--- src/hdl/efdm_pkg.sv ---
// Shared types and constants for the event FIFO with drop marker.
// Used by event_fifo_with_drop_marker; depends on nothing else.
`timescale 1ns / 1ps

package efdm_pkg;

	// Default sizes of the queue and of the item fields.
	localparam int DEPTH_DEF        = 16;
	localparam int PAYLOAD_BITS_DEF = 32;
	localparam int ID_BITS_DEF      = 48;

	// Fixed field widths.
	localparam int REQ_W    = 2;
	localparam int COUNT_W  = 16;
	localparam int STATUS_W = 3;
	localparam int PEND_W   = 32;
	localparam int M_USER_W = STATUS_W + 2;

	// A marker and the event behind it take this many slots.
	localparam int SLOTS_PER_MARKER = 2;

	typedef logic [REQ_W-1:0] req_t;
	localparam req_t REQ_PUSH    = 2'd0;
	localparam req_t REQ_POP     = 2'd1;
	localparam req_t REQ_RELEASE = 2'd2;

	typedef enum logic [STATUS_W-1:0] {
		STS_PUSHED   = 3'd0,
		STS_MARKER   = 3'd1,
		STS_DROPPED  = 3'd2,
		STS_POPPED   = 3'd3,
		STS_EMPTY    = 3'd4,
		STS_RELEASED = 3'd5,
		STS_REFUSED  = 3'd6
	} status_t;

	typedef enum logic [1:0] {
		ST_IDLE,
		ST_PUSH2,
		ST_RDWAIT
	} state_t;

endpackage

--- src/hdl/event_fifo_with_drop_marker.sv ---
// Event FIFO with drop marker: queue memory, pointers, drop bookkeeping and result register.
// Depends on efdm_pkg.
`timescale 1ns / 1ps

// Usage:
// Requests enter on the s_ stream: s_tuser carries the request kind (push, pop,
// release), s_tdata the event id, payload and release count. Every request
// except the unused kind gives one result item on the m_ stream.
// The enable register is written through cfg_wen / cfg_wdata, by the user only while the
// block is idle (the block itself does not enforce this); pushes are refused while it is zero.
// Push, drop, refusal, pop of an empty queue and release of nothing show their
// result in the cycle after the item is accepted. A push that first stores a
// marker shows its result the same way, but keeps the block busy in the ST_PUSH2
// state for the second write. A pop or a nonzero release reads the queue memory
// into its registered read data, and the result is loaded from it in ST_RDWAIT.
// No new item is accepted while the block is in ST_PUSH2 or ST_RDWAIT, because of
// the single write port and the registered read port of the queue memory.
// Reset empties the queue, clears the drop counters and the running total, and
// leaves the block disabled. The memory itself is not cleared: only filled
// entries are ever read.
// While a result waits in the output register and m_tready is low, no new item
// is accepted.
module event_fifo_with_drop_marker #(
	parameter int DEPTH        = efdm_pkg::DEPTH_DEF,
	parameter int PAYLOAD_BITS = efdm_pkg::PAYLOAD_BITS_DEF,
	parameter int ID_BITS      = efdm_pkg::ID_BITS_DEF,
	localparam int S_DW = ((ID_BITS + PAYLOAD_BITS + efdm_pkg::COUNT_W + 7) / 8) * 8,
	localparam int M_DW = ((5 * ID_BITS + PAYLOAD_BITS + efdm_pkg::COUNT_W + 7) / 8) * 8
) (
	input  logic                          clk,
	input  logic                          arst_n,
	input  logic                          cfg_wen,
	input  logic                          cfg_wdata,
	input  logic                          s_tvalid,
	output logic                          s_tready,
	// event_id, event_payload, release_count, zero fill
	input  logic [S_DW-1:0]               s_tdata,
	// req_type
	input  logic [efdm_pkg::REQ_W-1:0]    s_tuser,
	output logic                          m_tvalid,
	input  logic                          m_tready,
	// out_id, out_payload, released_count, last_released_id, notify_begin_id,
	// notify_end_id, total_dropped, zero fill
	output logic [M_DW-1:0]               m_tdata,
	// status, out_is_marker, notify_valid
	output logic [efdm_pkg::M_USER_W-1:0] m_tuser
);

	localparam int PTR_W  = $clog2(DEPTH);
	localparam int FILL_W = $clog2(DEPTH + 1);
	localparam int ENT_W  = 1 + ID_BITS + PAYLOAD_BITS;
	localparam int CMP_W  = (FILL_W > efdm_pkg::COUNT_W) ? FILL_W : efdm_pkg::COUNT_W;
	localparam int SUM_W  = ((PTR_W > efdm_pkg::COUNT_W) ? PTR_W : efdm_pkg::COUNT_W) + 1;
	localparam int TOT_W  = ((ID_BITS > efdm_pkg::PEND_W) ? ID_BITS : efdm_pkg::PEND_W) + 1;
	localparam int CW     = efdm_pkg::COUNT_W;

	// Offsets of the result fields in m_tdata.
	localparam int O_PAY  = ID_BITS;
	localparam int O_RELN = O_PAY + PAYLOAD_BITS;
	localparam int O_LAST = O_RELN + CW;
	localparam int O_NBEG = O_LAST + ID_BITS;
	localparam int O_NEND = O_NBEG + ID_BITS;
	localparam int O_TOT  = O_NEND + ID_BITS;

	function automatic logic [PTR_W-1:0] ptr_next(input logic [PTR_W-1:0] p);
		ptr_next = (p == PTR_W'(DEPTH - 1)) ? '0 : p + 1'b1;
	endfunction

	// Queue memory: marker flag, id, payload.
	logic [ENT_W-1:0] mem [DEPTH];
	logic [ENT_W-1:0] rd_data_s1;

	efdm_pkg::state_t state_q, state_d;
	logic                        enabled_q;
	logic [PTR_W-1:0]            head_q, head_d, tail_q, tail_d;
	logic [FILL_W-1:0]           fill_q, fill_d;
	logic [efdm_pkg::PEND_W-1:0] pend_q, pend_d;
	logic [ID_BITS-1:0]          dbeg_q, dbeg_d, total_q, total_d;

	logic [ID_BITS-1:0]      ev_id_q;
	logic [PAYLOAD_BITS-1:0] ev_pay_q;
	logic                    is_pop_q;
	logic [CW-1:0]           rel_n_q;

	logic                    m_tvalid_q;
	logic [M_DW-1:0]         m_tdata_q;
	logic [efdm_pkg::M_USER_W-1:0] m_tuser_q;

	logic                    accept, out_free;
	efdm_pkg::req_t          req;
	logic [ID_BITS-1:0]      in_id;
	logic [PAYLOAD_BITS-1:0] in_pay;
	logic [CW-1:0]           in_k;

	logic [CMP_W-1:0]        n_full;
	logic [CW-1:0]           rel_n;
	logic [SUM_W-1:0]        sum_end, last_raw, last_wrap, head_wrap;
	logic [TOT_W-1:0]        tot_sum;
	logic [ID_BITS-1:0]      tot_sat;
	logic [PAYLOAD_BITS-1:0] mark_cnt;

	logic                    wr_en, rd_en;
	logic [PTR_W-1:0]        wr_addr, rd_addr;
	logic [ENT_W-1:0]        wr_data;

	logic                    load_out;
	efdm_pkg::status_t       res_status;
	logic                    res_marker, res_notify;
	logic [M_DW-1:0]         res_data;

	assign req    = s_tuser;
	assign in_id  = s_tdata[ID_BITS-1:0];
	assign in_pay = s_tdata[ID_BITS +: PAYLOAD_BITS];
	assign in_k   = s_tdata[ID_BITS + PAYLOAD_BITS +: CW];

	assign out_free = !m_tvalid_q || m_tready;
	assign s_tready = (state_q == efdm_pkg::ST_IDLE) && out_free;
	assign accept   = s_tvalid && s_tready;

	// Release count clamped to the fill level, and the wrapped indexes it leads to.
	// Both sums stay below twice the depth, so one conditional subtract wraps them.
	assign n_full    = (CMP_W'(in_k) < CMP_W'(fill_q)) ? CMP_W'(in_k) : CMP_W'(fill_q);
	assign rel_n     = CW'(n_full);
	assign sum_end   = SUM_W'(head_q) + SUM_W'(rel_n);
	assign last_raw  = sum_end - SUM_W'(1);
	assign last_wrap = (last_raw >= SUM_W'(DEPTH)) ? last_raw - SUM_W'(DEPTH) : last_raw;
	assign head_wrap = (sum_end >= SUM_W'(DEPTH)) ? sum_end - SUM_W'(DEPTH) : sum_end;

	assign tot_sum  = TOT_W'(total_q) + TOT_W'(pend_q);
	assign tot_sat  = ((tot_sum >> ID_BITS) != '0) ? '1 : ID_BITS'(tot_sum);
	assign mark_cnt = ((pend_q >> PAYLOAD_BITS) != '0) ? '1 : PAYLOAD_BITS'(pend_q);

	always_comb begin
		state_d    = state_q;
		head_d     = head_q;
		tail_d     = tail_q;
		fill_d     = fill_q;
		pend_d     = pend_q;
		dbeg_d     = dbeg_q;
		total_d    = total_q;
		wr_en      = 1'b0;
		wr_addr    = tail_q;
		wr_data    = {1'b0, in_id, in_pay};
		rd_en      = 1'b0;
		rd_addr    = head_q;
		load_out   = 1'b0;
		res_status = efdm_pkg::STS_PUSHED;
		res_marker = 1'b0;
		res_notify = 1'b0;
		res_data   = '0;
		unique case (state_q)
			efdm_pkg::ST_IDLE: begin
				if (accept) begin
					unique case (req)
						efdm_pkg::REQ_PUSH: begin
							load_out = 1'b1;
							if (!enabled_q) begin
								res_status = efdm_pkg::STS_REFUSED;
							end else if (pend_q != '0) begin
								if (fill_q > FILL_W'(DEPTH - efdm_pkg::SLOTS_PER_MARKER)) begin
									if (pend_q != '1) begin
										pend_d = pend_q + 1'b1;
									end
									res_status = efdm_pkg::STS_DROPPED;
								end else begin
									// Marker goes in now, the event itself next cycle.
									wr_en      = 1'b1;
									wr_data    = {1'b1, dbeg_q, mark_cnt};
									tail_d     = ptr_next(tail_q);
									fill_d     = fill_q + FILL_W'(efdm_pkg::SLOTS_PER_MARKER);
									total_d    = tot_sat;
									pend_d     = '0;
									res_status = efdm_pkg::STS_MARKER;
									res_notify = 1'b1;
									res_data[O_NBEG +: ID_BITS] = dbeg_q;
									res_data[O_NEND +: ID_BITS] = in_id - 1'b1;
									state_d    = efdm_pkg::ST_PUSH2;
								end
							end else if (fill_q == FILL_W'(DEPTH)) begin
								dbeg_d     = in_id;
								pend_d     = efdm_pkg::PEND_W'(1);
								res_status = efdm_pkg::STS_DROPPED;
							end else begin
								wr_en      = 1'b1;
								tail_d     = ptr_next(tail_q);
								fill_d     = fill_q + 1'b1;
								res_status = efdm_pkg::STS_PUSHED;
							end
						end
						efdm_pkg::REQ_POP: begin
							if (fill_q == '0) begin
								load_out   = 1'b1;
								res_status = efdm_pkg::STS_EMPTY;
							end else begin
								rd_en   = 1'b1;
								rd_addr = head_q;
								head_d  = ptr_next(head_q);
								fill_d  = fill_q - 1'b1;
								state_d = efdm_pkg::ST_RDWAIT;
							end
						end
						efdm_pkg::REQ_RELEASE: begin
							if (rel_n == '0) begin
								load_out   = 1'b1;
								res_status = efdm_pkg::STS_RELEASED;
							end else begin
								rd_en   = 1'b1;
								rd_addr = PTR_W'(last_wrap);
								head_d  = PTR_W'(head_wrap);
								fill_d  = fill_q - FILL_W'(rel_n);
								state_d = efdm_pkg::ST_RDWAIT;
							end
						end
						default: begin
						end
					endcase
				end
			end
			efdm_pkg::ST_PUSH2: begin
				wr_en   = 1'b1;
				wr_addr = tail_q;
				wr_data = {1'b0, ev_id_q, ev_pay_q};
				tail_d  = ptr_next(tail_q);
				state_d = efdm_pkg::ST_IDLE;
			end
			efdm_pkg::ST_RDWAIT: begin
				// The output register was emptied when the item was accepted.
				load_out = 1'b1;
				if (is_pop_q) begin
					res_status = efdm_pkg::STS_POPPED;
					res_marker = rd_data_s1[ENT_W-1];
					res_data[ID_BITS-1:0]          = rd_data_s1[PAYLOAD_BITS +: ID_BITS];
					res_data[O_PAY +: PAYLOAD_BITS] = rd_data_s1[PAYLOAD_BITS-1:0];
				end else begin
					res_status = efdm_pkg::STS_RELEASED;
					res_data[O_RELN +: CW]      = rel_n_q;
					res_data[O_LAST +: ID_BITS] = rd_data_s1[PAYLOAD_BITS +: ID_BITS];
				end
				state_d = efdm_pkg::ST_IDLE;
			end
			default: begin
				state_d = efdm_pkg::ST_IDLE;
			end
		endcase
		res_data[O_TOT +: ID_BITS] = total_d;
	end

	always_ff @(posedge clk or negedge arst_n) begin
		if (!arst_n) begin
			state_q <= efdm_pkg::ST_IDLE;
		end else begin
			state_q <= state_d;
		end
	end

	always_ff @(posedge clk or negedge arst_n) begin
		if (!arst_n) begin
			enabled_q  <= 1'b0;
			head_q     <= '0;
			tail_q     <= '0;
			fill_q     <= '0;
			pend_q     <= '0;
			dbeg_q     <= '0;
			total_q    <= '0;
			m_tvalid_q <= 1'b0;
		end else begin
			if (cfg_wen) begin
				enabled_q <= cfg_wdata;
			end
			head_q  <= head_d;
			tail_q  <= tail_d;
			fill_q  <= fill_d;
			pend_q  <= pend_d;
			dbeg_q  <= dbeg_d;
			total_q <= total_d;
			if (load_out) begin
				m_tvalid_q <= 1'b1;
			end else if (m_tready) begin
				m_tvalid_q <= 1'b0;
			end
		end
	end

	always_ff @(posedge clk) begin
		if (accept) begin
			ev_id_q  <= in_id;
			ev_pay_q <= in_pay;
			is_pop_q <= (req == efdm_pkg::REQ_POP);
			rel_n_q  <= rel_n;
		end
		if (load_out) begin
			m_tdata_q <= res_data;
			m_tuser_q <= {res_notify, res_marker, res_status};
		end
	end

	always_ff @(posedge clk) begin
		if (wr_en) begin
			mem[wr_addr] <= wr_data;
		end
		if (rd_en) begin
			rd_data_s1 <= mem[rd_addr];
		end
	end

	assign m_tvalid = m_tvalid_q;
	assign m_tdata  = m_tdata_q;
	assign m_tuser  = m_tuser_q;

endmodule
--- config.mk ---
export PLATFORM = sky130hd
export DESIGN_NAME = event_fifo_with_drop_marker
export DESIGN_NICKNAME = d
export VERILOG_FILES = /design/src/hdl/efdm_pkg.sv /design/src/hdl/event_fifo_with_drop_marker.sv
export SDC_FILE = /design/constraint.sdc
export NUM_CORES = 2
export LEC_CHECK = 0
export ABC_AREA = 1
export BUFFER_PORTS_ARGS = -buffer_cell sky130_fd_sc_hd__clkbuf_2
export CORE_AREA = 3 3 443 445
export CTS_CLUSTER_DIAMETER = 200
export CTS_CLUSTER_SIZE = 10
export DETAILED_ROUTE_END_ITERATION = 10
export DIE_AREA = 0 0 446 448
export PLACE_DENSITY = 0.65
export SKIP_CTS_REPAIR_TIMING = 1
export SLEW_MARGIN = 10
export SYNTH_ARGS = -nofsm -noshare
export SYNTH_HDL_FRONTEND = slang
export SYNTH_SLANG_ARGS = --single-unit
--- constraint.sdc ---
create_clock -name clk -period 21.1 [get_ports clk]
set_input_delay 4.22 -clock clk [delete_from_list [all_inputs] [get_ports clk]]
set_output_delay 4.22 -clock clk [all_outputs]
set_load 0.02 [all_outputs]
==> out/results.tsv <==
stage	metric	value	unit
status	status	finished, final reports clean	
final_layout	Area Overhead vs Synth	12.3	%
setup_path	delay-heaviest family, CP	simple AND/OR/NAND/NOR gates	
route	via count	59500	
final_layout	Design Area, Final	0.0951	mm^2
setup_path	WP data required	21.67	ns
global_route	initial antenna violation count	18	
route	ANT nets after route	0	
setup_path	most frequent CP cell	nand2_1	
final_layout	most common cell after layout, fill and taps aside	edfxtp_1	
timing	RSZ-0062 raised after global routing	no	
timing	clock period minus worst slack	9.86	ns
final_layout	most frequent cells in the layout	1,767 x edfxtp_1, 1,438 x inv_1, 1,395 x nand2_1	
timing	Max-slew headroom	15.7	%
clock_network	clock root buffer	clkbuf_16	
setup_path	Buf+Inv Stages, Crit Path	4	
synthesis	Seq/Total Area, Yosys	66.9	%
synthesis	Mapped Area	0.0847	mm^2
setup_path	Worst Path Arrival	10.43	ns
global_route	vias in the first global route	57800	
floorplanning	chip height	448	um
synthesis	Compound-Gate Fraction of Synth Area	3.36	%
setup_path	CP Launch Type	input port	
route	Pre-Repair DR Iteration Count	6	
timing	TNS Setup	0	ns
place	I/O Buffers	398	
route	drt total wl	241	mm
setup_path	element type at the critical path end	flip-flop	
global_route	largest net degree at the start of global routing	182	
synthesis	YS warnings	0	
timing	Worst Max-Slew Pin Slew	1.26	ns
clock_network	later-pin clock latency in the skew report	0.86	ns
global_route	first-pass GRT wire length	361	mm
place	Area after DPL	0.0893	mm^2
synthesis	Async S/R FF share, synth	7.58	%
synthesis	Yosys reg bits	1912	
synthesis	Distinct cells, synth	55	
power	pwr/cell area	126	mW/mm^2
synthesis	Synth Area in Simple Gates	19.3	%
floorplanning	chip width	446	um
setup_path	slowest library cell on the worst path	buf_4	
floorplanning	Ports	399	
timing	max frequency	0.101	GHz
setup_path	worst-path fanout max	119	
clock_network	buffer levels on the longest clock path	3	
hold_path	HP Class	reg -> reg	
synthesis	Mean Syn Cell Area	10.7	um^2
power	worst vdd ir	0.202	mV
timing	Final Hold Viols	0	
route	WL/cell	22.1	um
synthesis	EDFF count, synth	1767	
synthesis	Post-synth top flop	edfxtp_1	
clock_network	sinks on the clock net	1912	
route	DRC	0	
global_route	GRT Util Overall	23.8	%
final_layout	share of post-route cells with drive strength above 1	10.2	%
synthesis	post-synthesis mux area share	0	%
timing	Worst Skew	0.0414	ns
floorplanning	Core Rows	161	
clock_network	CTS tree	done	
synthesis	Synth Area in XOR/XNOR	0.672	%
synthesis	largest family of logic cells by synthesized area	simple AND/OR/NAND/NOR gates	
setup_path	CP Class	in -> reg	
setup_path	CP max stage delay	0.89	ns
floorplanning	Starting Density	44.0	%
synthesis	cells after synthesis	7915	
global_route	GRT Residual Overflow	0	
power	Static Leak	39.3	nW
timing	Final Cycle Share	46.7	%
timing	final number of setup-violating endpoints	0	
floorplanning	die area	0.200	mm^2
place	Detailed Place HPWL	135	mm
floorplanning	Core ar.	0.193	mm^2
route	Detailed Route Iter0 Violations	6635	
final_layout	final net count	8457	
flow_run	maximum capacitance violations	0	
clock_network	Clock transition at path regs	0.05	ns
place	final RePlAce weighted congestion	0.913	
clock_network	H-tree Lvls	4	
setup_path	crit path cell chain	clkbuf_2 > ha_1 > nor2_1 > nand4_1 > nor2_2 > nand2_2 > nand2_1 > nand2_1 > nor2_1 > nand2_2 > nand3_4 > nand2_8 > nand2_8 > buf_4 > buf_4 > buf_4 > nand2_1 > nand3_1 > nand3_1 > nand3_1 > nand2_1	
clock_network	CTS Buf Count	209	
route	DR vias/cell	5.46	
timing	fin. max-slew vios	0	
synthesis	Adder-Cell Fraction of Synth Area	0.957	%
-- synth_stat cells, drive strengths merged, types with 5 or more instances --
library cell  number  area [um^2]
edfxtp          1767        53100
inv             1446         5430
nand2           1410         5330
nand3           1375         6910
nor2             389         1500
buf              286         1640
nand3b           248         1860
a21oi            167          840
o21ai            155          787
dfrtp            145         3630
clkbuf           108          405
ha                60          751
nor3              53          293
xor2              47          412
a31oi             44          275
nand4             38          244
o22ai             25          156
a32oi             23          201
nor4              22          138
xnor2             18          158
o21a              14          105
o211ai            12         90.1
a2bb2oi           10         87.6
o2111ai           10         87.6
or2                9         56.3
o221ai             7         61.3
a221o              5         50.1
o31ai              5         37.5
-- routing by layer --
| metal | part of all wire (%) | routed length [um] | global-route usage, % |
|---|---|---|---|
| met1 | 41 | 100000 | 33.2 |
| met2 | 45 | 109000 | 37.6 |
| met3 | 9.7 | 23300 | 3.98 |
| met4 | 3.5 | 8320 | 8.84 |
| met5 | 0.0054 | 13 | 0 |
-- sequential cells by signal (all words and copies together) (netlist names) --
name	cells
mem	1296
m_tdata	288
rd_data_s1	81
dbeg_q	48
ev_id_q	48
total_q	48
ev_pay_q	32
mark_cnt	32
rel_n_q	16
fill_q	5
m_tuser	5
head_q	4
tail_q	4
state_q	2
enabled_q	1
is_pop_q	1
m_tvalid	1
-- per-stage QoR --
step / setup WS [ns] / power (mW) / std cells / util, % / hold WS [ns]
final: 11.24 / 12.0 / 10900 / 49.4 / 0.488
after floorplan: 8.57 / 7.59 / 7925 / - / 0.453
after CTS: 11.39 / 12.0 / 10900 / 49.4 / 0.487
after global placement: 10.60 / 8.68 / 10600 / 46.4 / 0.465
after global routing: 10.76 / 12.6 / 10900 / 49.4 / 0.504
after detailed placement: 10.48 / 8.73 / 10600 / 46.4 / 0.473
-- where the power goes --
part | switching [mW] | total, mW | internal [mW]
sequential | 0.168 | 4.82 | 4.66
clock | 1.45 | 3.25 | 1.80
combinational | 2.80 | 3.89 | 1.09
-- worst reg2reg max path: cells and delay by family (launching register included) --
kind            cells  cell delay (ns)
flops               1             0.76
simple gates       10             2.76
compound gates      1             0.08
buf+inv             5             3.46
-- cells by family after synthesis --
| group | Yosys count |
|---|---|
| buf+inv | 1842 |
| xor+xnor | 65 |
| simple gates | 3546 |
| other cells | 1 |
| fa+ha+maj | 63 |
| compound gates | 486 |
| flops | 1912 |
-- path summary, 6_finish.rpt --
check,end,depth (start not counted),slack (ns),start
min in group asynchronous,total_q[39],1,3.47,arst_n
hold / removal,dbeg_q[30],2,0.49,dbeg_q[30]
max in group asynchronous,state_q[1],2,16.15,arst_n
hold reg to reg,dbeg_q[30],2,0.49,dbeg_q[30]
setup / recovery,rd_data_s1[54],21,11.24,s_tdata[84]
setup reg to reg,rd_data_s1[54],16,13.76,state_q[1]
-- final cells by class --
cell class	count	area (um^2)
fill	16900	97400
sequential	1912	56700
timing repair buffer	548	3160
clock buffer	272	5510
clock inverter	13	246
tap	2526	3160
multi-input combinational	4171	20900
inverter	1448	5450
antenna	13	32.5
Note: power is estimated with default switching activity, not from simulation.
